**config.mk**
```make
export PLATFORM = sky130hd
export DESIGN_NAME = timed_travel_position_controller
export DESIGN_NICKNAME = d
export VERILOG_FILES = /design/src/ttpc_pkg.sv /design/src/ttpc_unit_div.sv /design/src/timed_travel_position_controller.sv
export SDC_FILE = /design/constraint.sdc
export NUM_CORES = 2
export LEC_CHECK = 0
export BUFFER_PORTS_ARGS = -buffer_cell sky130_fd_sc_hd__buf_4
export CAP_MARGIN = 20
export CORE_ASPECT_RATIO = 0.8
export CORE_MARGIN = 1.5
export CORE_UTILIZATION = 48
export DETAILED_ROUTE_END_ITERATION = 10
export REMOVE_ABC_BUFFERS = 1
export SLEW_MARGIN = 20
export SYNTH_ARGS = -nofsm -noshare
export SYNTH_HDL_FRONTEND = slang
export SYNTH_SLANG_ARGS = --single-unit
export TNS_END_PERCENT = 20
```
**constraint.sdc**
```tcl
create_clock -name clock -period 20.5 [get_ports clock]
set_clock_uncertainty 0.1 [all_clocks]
set_input_delay 3.075 -clock clock [delete_from_list [all_inputs] [get_ports clock]]
set_output_delay 3.075 -clock clock [all_outputs]
set_load 0.01 [all_outputs]
```
**src/ttpc_pkg.sv**
```systemverilog
package ttpc_pkg;

   // Input kinds.
   localparam logic [2:0] KIND_TICK       = 3'd0;
   localparam logic [2:0] KIND_GO_TO      = 3'd1;
   localparam logic [2:0] KIND_GO_BY      = 3'd2;
   localparam logic [2:0] KIND_SET_HOME   = 3'd3;
   localparam logic [2:0] KIND_RESET_HOME = 3'd4;
   localparam logic [2:0] KIND_GET        = 3'd5;

   // Motion codes.
   localparam logic [1:0] MOTION_STOP = 2'd0;
   localparam logic [1:0] MOTION_UP   = 2'd1;
   localparam logic [1:0] MOTION_DOWN = 2'd2;

   // Milliseconds per whole unit and the reset value of the home register.
   localparam int unsigned MS_PER_UNIT     = 1000;
   localparam logic [30:0] HOME_DEFAULT_MS = 31'd50000;

   // Reciprocal of 1000 for an unsigned 32-bit dividend: q = (m * DIV_MAGIC) >> DIV_SHIFT.
   localparam logic [28:0] DIV_MAGIC = 29'd274877907;
   localparam int unsigned DIV_SHIFT = 38;

   localparam logic signed [31:0] POS_MAX = 32'sh7FFF_FFFF;
   localparam logic signed [31:0] POS_MIN = 32'sh8000_0000;

   // One accepted input transaction.
   typedef struct packed {
      logic [2:0]         kind;
      logic [15:0]        elapsed_ms;
      logic signed [21:0] move_value;
   } in_item_type;

   // Item between the position update and the unit conversion.
   typedef struct packed {
      logic [1:0]         motion;
      logic signed [31:0] position_ms;
      logic               is_tick;
      logic               is_get;
   } mid_item_type;

   // One result transaction.
   typedef struct packed {
      logic [1:0]         motion;
      logic               up_drive;
      logic               down_drive;
      logic               report_valid;
      logic signed [22:0] report_units;
   } out_item_type;

   // Saturate a wide signed sum to the signed 32-bit range.
   function automatic logic signed [31:0] sat32(input logic signed [33:0] v);
      logic signed [31:0] r;
      if (v > 34'(POS_MAX)) begin
         r = POS_MAX;
      end else if (v < 34'(POS_MIN)) begin
         r = POS_MIN;
      end else begin
         r = v[31:0];
      end
      return r;
   endfunction

endpackage

```
**src/ttpc_unit_div.sv**
```systemverilog
module ttpc_unit_div
   import ttpc_pkg::*;
(
   input  logic signed [31:0] position_ms,
   output logic signed [22:0] units
);

   logic        negative;
   logic [31:0] magnitude;
   logic [60:0] product;
   logic [22:0] quotient;

   // Divide the magnitude by a constant reciprocal, then restore the sign so
   // the quotient truncates toward zero. The most negative value has magnitude 2^31.
   always_comb begin
      negative  = position_ms[31];
      magnitude = negative ? 32'(-position_ms) : 32'(position_ms);
      product   = 61'(magnitude) * 61'(DIV_MAGIC);
      quotient  = product[60:DIV_SHIFT];
      units     = negative ? -$signed(quotient) : $signed(quotient);
   end

endmodule

```
**src/timed_travel_position_controller.sv**
```systemverilog
// Open-loop travel controller that estimates carriage position from drive
// time in milliseconds. Each request transaction carries a kind in req_tuser
// (tick, go to, go by, set home, reset home, get) and yields exactly one
// response transaction with the motion state, the drive outputs, the position
// in whole units and a report flag in rsp_tuser. Driving up lowers the position
// and driving down raises it; the position saturates at the signed 32-bit
// limits. The block accepts one transaction every clock cycle while the response
// side is not stalled; each one passes an input register, the position update
// stage and the divide-by-1000 stage, whose result is registered as the response.
// The home position register is written on the csr channel, which is always
// ready and should only be written while the block is idle.
module timed_travel_position_controller
   import ttpc_pkg::*;
(
   input  logic        clock,
   input  logic        reset,

   input  logic        req_tvalid,
   output logic        req_tready,
   input  logic [39:0] req_tdata,   // elapsed_ms[15:0], move_value[37:16], zeros
   input  logic [2:0]  req_tuser,   // kind[2:0]

   output logic        rsp_tvalid,
   input  logic        rsp_tready,
   output logic [31:0] rsp_tdata,   // motion[1:0], up_drive[2], down_drive[3],
                                    // report_units[26:4], zeros
   output logic        rsp_tuser,   // report_valid[0]

   input  logic        csr_valid,
   output logic        csr_ready,
   input  logic [30:0] csr_data
);

   // Pipeline registers.
   logic         in_valid_ff, in_valid_in;
   in_item_type  in_ff, in_in;
   logic         mid_valid_ff, mid_valid_in;
   mid_item_type mid_ff, mid_in;
   logic         out_valid_ff, out_valid_in;
   out_item_type out_ff, out_in;

   // Controller state.
   logic [1:0]         motion_ff, motion_in;
   logic signed [31:0] position_ff, position_in;
   logic signed [31:0] target_ff, target_in;
   logic signed [22:0] last_units_ff, last_units_in;
   logic [30:0]        home_ff, home_in;

   logic out_ready, mid_ready, in_ready;
   logic in_adv, mid_adv;

   // Backward ready chain: a stage takes a new item when it is empty or its
   // item moves on in the same cycle.
   assign out_ready  = !out_valid_ff || rsp_tready;
   assign mid_adv    = mid_valid_ff && out_ready;
   assign mid_ready  = !mid_valid_ff || out_ready;
   assign in_adv     = in_valid_ff && mid_ready;
   assign in_ready   = !in_valid_ff || mid_ready;
   assign req_tready = in_ready;
   assign csr_ready  = 1'b1;

   // Capture the request transaction.
   always_comb begin
      in_valid_in = in_valid_ff;
      in_in       = in_ff;
      if (in_ready) begin
         in_valid_in      = req_tvalid;
         in_in.kind       = req_tuser;
         in_in.elapsed_ms = req_tdata[15:0];
         in_in.move_value = $signed(req_tdata[37:16]);
      end
   end

   // Position update stage.
   logic signed [33:0] pos_x, elapsed_x, move_x;
   logic signed [31:0] run_down, run_up, goto_target, goby_target, home_pos;
   logic signed [31:0] aim_target, aim_pos;
   logic               do_aim, is_tick, is_get;

   always_comb begin
      pos_x       = 34'(position_ff);
      elapsed_x   = $signed({18'd0, in_ff.elapsed_ms});
      move_x      = 34'(in_ff.move_value) * 34'sd1000;
      run_up      = sat32(pos_x - elapsed_x);
      run_down    = sat32(pos_x + elapsed_x);
      goto_target = move_x[31:0];
      goby_target = sat32(pos_x + move_x);
      home_pos    = $signed({1'b0, home_ff});

      motion_in   = motion_ff;
      position_in = position_ff;
      target_in   = target_ff;
      aim_target  = target_ff;
      aim_pos     = position_ff;
      do_aim      = 1'b0;
      is_tick     = 1'b0;
      is_get      = 1'b0;

      unique case (in_ff.kind)
         KIND_TICK: begin
            is_tick = 1'b1;
            if (motion_ff == MOTION_UP) begin
               position_in = run_up;
               if (run_up <= target_ff) motion_in = MOTION_STOP;
            end else if (motion_ff == MOTION_DOWN) begin
               position_in = run_down;
               if (run_down >= target_ff) motion_in = MOTION_STOP;
            end
         end
         KIND_GO_TO: begin
            do_aim     = 1'b1;
            aim_target = goto_target;
         end
         KIND_GO_BY: begin
            do_aim     = 1'b1;
            aim_target = goby_target;
         end
         KIND_SET_HOME: begin
            position_in = '0;
         end
         KIND_RESET_HOME: begin
            position_in = home_pos;
            do_aim      = 1'b1;
            aim_target  = '0;
            aim_pos     = home_pos;
         end
         KIND_GET: begin
            is_get = 1'b1;
         end
         default: begin
         end
      endcase

      // Aim at the new target; an equal target keeps the current motion.
      if (do_aim) begin
         target_in = aim_target;
         if (aim_pos > aim_target) begin
            motion_in = MOTION_UP;
         end else if (aim_pos < aim_target) begin
            motion_in = MOTION_DOWN;
         end
      end

      mid_valid_in = mid_ready ? in_valid_ff : mid_valid_ff;
      mid_in       = mid_ff;
      if (in_adv) begin
         mid_in.motion      = motion_in;
         mid_in.position_ms = position_in;
         mid_in.is_tick     = is_tick;
         mid_in.is_get      = is_get;
      end
   end

   // Unit conversion and change report stage.
   logic signed [22:0] mid_units;

   ttpc_unit_div u_unit_div (
      .position_ms (mid_ff.position_ms),
      .units       (mid_units)
   );

   always_comb begin
      last_units_in = last_units_ff;
      out_valid_in  = out_ready ? mid_valid_ff : out_valid_ff;
      out_in        = out_ff;
      if (mid_adv) begin
         out_in.motion       = mid_ff.motion;
         out_in.up_drive     = (mid_ff.motion == MOTION_UP);
         out_in.down_drive   = (mid_ff.motion == MOTION_DOWN);
         out_in.report_units = mid_units;
         out_in.report_valid = mid_ff.is_get
                               || (mid_ff.is_tick && (mid_units != last_units_ff));
         if (mid_ff.is_tick) last_units_in = mid_units;
      end
   end

   // Configuration write.
   always_comb begin
      home_in = home_ff;
      if (csr_valid) home_in = csr_data;
   end

   // Registers.
   always_ff @(posedge clock) begin
      if (reset) begin
         in_valid_ff   <= 1'b0;
         mid_valid_ff  <= 1'b0;
         out_valid_ff  <= 1'b0;
         motion_ff     <= MOTION_STOP;
         position_ff   <= '0;
         target_ff     <= '0;
         last_units_ff <= '0;
         home_ff       <= HOME_DEFAULT_MS;
      end else begin
         in_valid_ff   <= in_valid_in;
         mid_valid_ff  <= mid_valid_in;
         out_valid_ff  <= out_valid_in;
         if (in_adv) begin
            motion_ff   <= motion_in;
            position_ff <= position_in;
            target_ff   <= target_in;
         end
         last_units_ff <= last_units_in;
         home_ff       <= home_in;
      end
   end

   always_ff @(posedge clock) begin
      in_ff  <= in_in;
      mid_ff <= mid_in;
      out_ff <= out_in;
   end

   // Response ports.
   assign rsp_tvalid = out_valid_ff;
   assign rsp_tdata  = {5'd0, out_ff.report_units, out_ff.down_drive,
                        out_ff.up_drive, out_ff.motion};
   assign rsp_tuser  = out_ff.report_valid;

   // A stalled middle item stays put until the response register frees up.
   a_mid_hold: assert property (@(posedge clock) disable iff (reset)
      mid_valid_ff && !out_ready |=> mid_valid_ff && $stable(mid_ff))
      else $error("middle stage item changed while stalled");

   // A tick never starts motion from a stop.
   a_tick_no_start: assert property (@(posedge clock) disable iff (reset)
      in_adv && in_ff.kind == KIND_TICK && motion_ff == MOTION_STOP
      |=> motion_ff == MOTION_STOP)
      else $error("tick started the drive");

   // The last compared units change only when a tick leaves the middle stage.
   a_units_on_tick: assert property (@(posedge clock) disable iff (reset)
      !(mid_adv && mid_ff.is_tick) |=> $stable(last_units_ff))
      else $error("last compared units changed without a tick");

   // A get always produces a flagged report.
   a_get_reports: assert property (@(posedge clock) disable iff (reset)
      mid_adv && mid_ff.is_get |=> out_valid_ff && out_ff.report_valid)
      else $error("get did not produce a report");

endmodule

```
[Word-level counts from Yosys, hierarchy flattened]
Index checks and enable logic that the tools add are counted.
Operators by class
  add/sub/neg operators: 5
  multipliers: 2
  order comparisons: 10
  equal/unequal tests: 10
  mux-type cells: 24
  reduce and logical (&&, ||, !) cells: 14
Operators with widths (number)
  32-bit two-way mux: 10
  32-bit one-hot mux with 3 select lines: 2
  33-bit by 32-bit > comparator with 1-bit output, second input constant: 2
  33-bit by 32-bit < comparator with 1-bit output, second input constant: 2
  32-bit by 29-bit multiplier with 61-bit output, second input constant: 1
  32-bit by 33-bit adder with 34-bit output: 1
  34-bit by 32-bit > comparator with 1-bit output, second input constant: 1
  34-bit by 32-bit < comparator with 1-bit output, second input constant: 1
  32-bit by 17-bit adder with 33-bit output: 1
  32-bit by 17-bit subtractor with 33-bit output: 1
  32-bit greater-or-equal comparator: 1
  32-bit > comparator: 1
  32-bit less-or-equal comparator: 1
  32-bit < comparator: 1
  32-bit negation: 1
  22-bit by 8-bit multiplier with 30-bit output, second input constant: 1
  23-bit two-way mux: 1
  23-bit inequality test: 1
  23-bit negation: 1
  2-bit two-way mux: 8
  3-bit by 2-bit == test with 1-bit output, second input constant: 2
  3-bit == test, second input constant: 2
  2-bit by 1-bit == test with 1-bit output, second input constant: 2
  2-bit == test, second input constant: 2
  8 further kinds: 18
Storage, ports and cells
  bits in registers: 228
  bits of input ports: 79
  output and inout port bits: 36
  word-level logic and storage cells: 85

[Depth between registers and ports, before layout]
  depth after elaboration: 12
  depth in mapped cells: 54
  mapped depth without buffers: 52

[Cells and area by module]
Synthesis repeated with hierarchy kept, for this count alone.
Second synthesis, totals
  cells, all modules: 4318
  area, all modules: 37464.7 um2
By module, submodules not included
  timed_travel_position_controller: instances 1, cells each 2513, area an instance 21101.5 um2, sequential area each 5615.4 um2
  ttpc_unit_div: instances 1, cells each 1805, area an instance 16363.2 um2, sequential area each 0.0 um2

[Worst setup path before layout]
OpenSTA, ideal clock, no wires.
  path type: flip-flop to flip-flop
  start point: reg mid_ff[10] in the netlist's numbering
  end point: reg out_ff (netlist bit rsp_tuser) (data pin)
  library setup time: 0.261 ns
  arrival time: 10.798 ns
  required time: 20.139 ns
  path slack: 9.341 ns
  cell stages (with the launch flop): 39
  buffers on the path: 1
  clock period less this slack: 11.159 ns
  cells stage by stage: edfxtp_1 > or4_1 > nor4_1 > nor2b_1 > nand2b_1 > nand2b_1 > or3_1 > o21ai_0 > xnor2_1 > ha_1 > inv_1 > fa_1 > inv_1 > fa_1 > fa_1 > fa_1 > inv_1 > fa_1 > [3 not listed] > ha_1 > and4_4 > and2_4 > a311o_1 > or4b_1 > o211ai_2 > nor2_1 > inv_1 > ha_1 > and3b_2 > or4b_1 > buf_2 > or2_2 > or4_1 > o31ai_1 > mux2_2 > nand4_1 > o32a_1
On the way
  cells in the longest elaborated chain, start to end: 8
RTL lines
  start: declaration: line timed_travel_position_controller.sv:38  | mid_item_type mid_ff, mid_in;
  start signal: assignment: line timed_travel_position_controller.sv:210  | mid_ff <= mid_in;
  32-bit negation: line ttpc_unit_div.sv:17  | magnitude = negative ? 32'(-position_ms) : 32'(position_ms);
  32-bit two-way mux *: line ttpc_unit_div.sv:17
  32-bit by 29-bit multiplier with 61-bit output *: line ttpc_unit_div.sv:18  | product = 61'(magnitude) * 61'(DIV_MAGIC);
  23-bit negation: line ttpc_unit_div.sv:20  | units = negative ? -$signed(quotient) : $signed(quotient);
  23-bit two-way mux *: line ttpc_unit_div.sv:20
  23-bit inequality test *: line timed_travel_position_controller.sv:172  | || (mid_ff.is_tick && (mid_units != last_units_ff));
  1-bit logical AND *: line timed_travel_position_controller.sv:172
  1-bit logical OR *: line timed_travel_position_controller.sv:172
  end signal: assignment: line timed_travel_position_controller.sv:211  | out_ff <= out_in;
  end: declaration: line timed_travel_position_controller.sv:40  | out_item_type out_ff, out_in;
Mark *: on every way between the ends. The rest lies on a longest branch, timed or not.
A chain may end at the register's enable or synchronous reset.

[Final worst setup path]
  start point: reg in_ff[4] in the netlist's numbering
  end point: reg motion_ff[0]
On the way
  cells in the longest elaborated chain, start to end: 10
  elaborated cells between the ends (all ways): 12
  those cells by class: add/sub: 1; mul: 1; order compare: 4; mux: 6
RTL lines
  start: declaration: line timed_travel_position_controller.sv:36  | in_item_type in_ff, in_in;
  start signal: assignment: line timed_travel_position_controller.sv:209  | in_ff <= in_in;
  22-bit by 8-bit multiplier with 30-bit output *: line timed_travel_position_controller.sv:83  | move_x = 34'(in_ff.move_value) * 34'sd1000;
  32-bit by 33-bit adder with 34-bit output: line timed_travel_position_controller.sv:87  | goby_target = sat32(pos_x + move_x);
  34-bit by 32-bit < comparator with 1-bit output: line ttpc_pkg.sv:56  | end else if (v < 34'(POS_MIN)) begin
  32-bit two-way mux: line ttpc_pkg.sv:56
  32-bit two-way mux: line ttpc_pkg.sv:54  | if (v > 34'(POS_MAX)) begin
  32-bit one-hot mux with 3 select lines *: line timed_travel_position_controller.sv:99  | unique case (in_ff.kind)
  32-bit < comparator: line timed_travel_position_controller.sv:139  | end else if (aim_pos < aim_target) begin
  2-bit two-way mux: line timed_travel_position_controller.sv:139
  2-bit two-way mux *: line timed_travel_position_controller.sv:137  | if (aim_pos > aim_target) begin
  2-bit two-way mux *: line timed_travel_position_controller.sv:135  | if (do_aim) begin
  net motion_in[0]: line timed_travel_position_controller.sv:43  | logic [1:0] motion_ff, motion_in;
  end signal: assignment: line timed_travel_position_controller.sv:199  | motion_ff <= motion_in;
  end: declaration: line timed_travel_position_controller.sv:43
Mark *: on every way through the listed nets, which the timed path passes. The rest lies on a longest branch.

==> results.sh <==
export IMPL_die_area_sq_um=79300
export IMPL_n_antenna_cell=0
export IMPL_fmaxAchievable_ghz=0.0724
export IMPL_pin_count=115
export IMPL_post_drt_antenna_nets=0
export IMPL_synth_yosys_seq_area_share=0.151
export IMPL_grt_most_used_layer="met1"
export IMPL_final_seq_area_sq_um=5620
export IMPL_synth_seq_cells=228
export IMPL_grt_max_degree=57
export IMPL_max_stage_delay_ns=0.68
export IMPL_hp_class="flop to flop"
export IMPL_synth_fa_ha_area_frac=0.418
export IMPL_synth_edff_count=105
export IMPL_use_met2=0.372
export IMPL_clkSlewWorstSetupHoldPaths_ns=0.06
export IMPL_timing_critical_path_arrival_ns=14.14
export IMPL_synth_top_flop_cell="sky130_fd_sc_hd__dfxtp_1"
export IMPL_crit_path_frequent_cell="sky130_fd_sc_hd__a21oi_1"
export IMPL_timing_final_crit_share=0.673
export IMPL_synth_compound_gate_area_share=0.156
export IMPL_multiInputGateArea_sq_um=28100
export IMPL_clkLatencyLatePin_ns=0.61
export IMPL_crit_required_ns=20.83
export IMPL_drt_initial_drc_count=2983
export IMPL_synthDominantAreaCellType="sky130_fd_sc_hd__ha_1"
export IMPL_post_synth_instance_area_sq_um=37200
export IMPL_synth_mux_area_frac=0.0126
export IMPL_path_max_fanout=31
export IMPL_coreArea_sq_um=77000
export IMPL_layout_drive_gt1_share=0.0685
export IMPL_grt_met1_usage=0.443
export IMPL_post_route_min_period_ns=13.80
export IMPL_globalRouteOverflowTotal=0
export IMPL_async_reset_ff_frac=0
export IMPL_final_setup_tns_ns=0
export IMPL_cts_sinks=228
export IMPL_number_of_buffers_inserted_by_port_buffering=106
export IMPL_post_synth_cell_area_avg_sq_um=8.71
export IMPL_synth_top_cell_area_share=0.212
export IMPL_synth_top_family_by_area="adder cells"
export IMPL_initial_antenna_violation_count=1
export IMPL_clock_tree_buffer_depth=3
export IMPL_dieWidth_um=314
export IMPL_setup_repair_after_global_routing_missed_its_margin="no"
export IMPL_route_final_wire_length_um=110000
export IMPL_ctsHtreeMaxLevel=1
export IMPL_finalNetCount=5440
export IMPL_cts_bufs_inserted=27
export IMPL_critPathKind="flop to flop"
export IMPL_routed_wire_length_per_instance_um=20.3
export IMPL_route_detailed_vias_per_inst=5.60
export IMPL_tritoncts="done"
export IMPL_cpLargestDelayFamily="compound AO/OA/AOI/OAI gates"
export IMPL_worst_setup_path_start_kind="flop"
export IMPL_yosys_warns=0
export IMPL_synth_lib_cells_used_distinct=104
export IMPL_setup_viol=0
export IMPL_yosys_area_share_simple=0.123
export IMPL_globalRouteMet3Util=0.0725
export IMPL_top_library_cells_by_usage_in_the_layout_fill_and_taps_aside="813 x sky130_fd_sc_hd__inv_1, 631 x sky130_fd_sc_hd__ha_1, 384 x sky130_fd_sc_hd__fa_1"
export IMPL_first_global_vias=28800
export IMPL_maxSlewViolCount=0
export IMPL_slew_headroom=0.304
export IMPL_critPathSlowestCell="sky130_fd_sc_hd__or4b_2"
export IMPL_place_congestion=1.01
export IMPL_via_count=30200
export IMPL_worst_setup_path_end_kind="flop"
export IMPL_report_final_hold_viol_count=0
export IMPL_dpl_wire_length_um=89800
export IMPL_grt_first_pass_wirelength_um=170000
export IMPL_floorplan_initialDensity=0.484
export IMPL_post_cts_repair_setup_buffers=0
export IMPL_status="complete, no violations"
export IMPL_cp_num_buf_inv=5
export IMPL_chipHeight_um=252
export IMPL_router_iterations_before_antenna_repair=5
export IMPL_drcViolationCount=0
export IMPL_synth_area_top_cells="sky130_fd_sc_hd__ha_1 21%, sky130_fd_sc_hd__fa_1 21%, sky130_fd_sc_hd__edfxtp_1 8.5%"
export IMPL_grt_util_all_layers=0.278
export IMPL_syn_to_final_growth_pct=8.54
export IMPL_total_number_of_placement_rows=91
export IMPL_syn_instance_count=4275
export IMPL_mostFrequentLayoutCell="sky130_fd_sc_hd__inv_1"
export IMPL_tightestPinTransition_ns=1.03
export IMPL_max_cap_violations=0
export IMPL_holdBufCountCts=0
export IMPL_number_of_instances_resized_during_post_cts_repair=0
export IMPL_synth_xor_area_frac=0.0420
export IMPL_layout_filler_cells=7384
export IMPL_clock_root_buffer="sky130_fd_sc_hd__clkbuf_16"
[worst paths after layout]
path                            cells past startpoint  slack (ns)          endpoint             start
worst max-delay path                               51        6.70      motion_ff[0]          in_ff[4]
worst min-delay path                                2        0.37  last_units_ff[0]  last_units_ff[0]
worst max register to register                     51        6.70      motion_ff[0]          in_ff[4]
worst min register to register                      2        0.37  last_units_ff[0]  last_units_ff[0]
[worst register-to-register path, delay by kind of cell, from the launching register on]
| family | cells | cell delay, ns |
|---|---|---|
| buffers and inverters | 5 | 0.71 |
| xor gates and xnor gates | 1 | 0.20 |
| and+or+nand+nor | 8 | 1.64 |
| adders and majority gates | 7 | 2.85 |
| AOI/OAI and AO/OA | 29 | 7.26 |
| muxes | 1 | 0.37 |
| DFF | 1 | 0.51 |
[synthesized netlist by cell type, types with 73 or more instances]
library cell and n:
sky130_fd_sc_hd__o21ai_0 209, sky130_fd_sc_hd__xnor2_1 123, sky130_fd_sc_hd__a21o_1 73, sky130_fd_sc_hd__inv_1 814, sky130_fd_sc_hd__a21oi_1 258, sky130_fd_sc_hd__nor2_1 270
sky130_fd_sc_hd__edfxtp_1 105, sky130_fd_sc_hd__clkbuf_1 119, sky130_fd_sc_hd__nand2_1 295, sky130_fd_sc_hd__fa_1 384, sky130_fd_sc_hd__dfxtp_1 123, sky130_fd_sc_hd__ha_1 631
sky130_fd_sc_hd__nor3_1 74
[kinds of logic after synthesis]
kind of cell               count (synthesis)
adders and majority gates               1015
buffers and inverters                    958
and+or+nand+nor                          955
AOI/OAI and AO/OA                        896
DFF                                      228
xor gates and xnor gates                 176
muxes                                     45
other                                      2
[layout make-up]
cell class,instances,share of cell area
clock buffers,31,0.0181
clock inverters,19,0.00517
inverters,817,0.0759
multi-input cells,3093,0.696
flip-flops and latches,228,0.139
well taps,1023,0.0317
repair buffers,179,0.0340
[flip-flops by register name, summed over array words and instances (netlist names), 2 cells and up]
name	count
in_ff	25
rsp_tdata	27
motion_ff	2
home_ff	31
target_ff	32
last_units_ff	23
mid_ff	36
position_ff	32
elapsed_x	16
[metal layers]
layer | vias up | wire length (um)
li1 | 14600 | -
met1 | 14400 | 55200
met2 | 1069 | 41600
met3 | 105 | 10800
met4 | 4 | 1910
met5 | - | 136
[metrics by stage]
stage | std cells | hold WS [ns] | instance area (sq um) | utilization | setup slack [ns]
global placement | 5337 | 0.354 | 39400 | 0.512 | 7.51
floorplan | 4138 | 0.341 | 36700 | - | 9.33
finish | 5390 | 0.367 | 40400 | 0.525 | 6.70
detailed placement | 5337 | 0.354 | 39400 | 0.512 | 7.41
global route | 5390 | 0.395 | 40400 | 0.525 | 6.37
CTS | 5387 | 0.370 | 40400 | 0.524 | 7.35
Power is not shown: default switching activity piles up to over one toggle a cycle in this logic, so the estimate is an artifact.
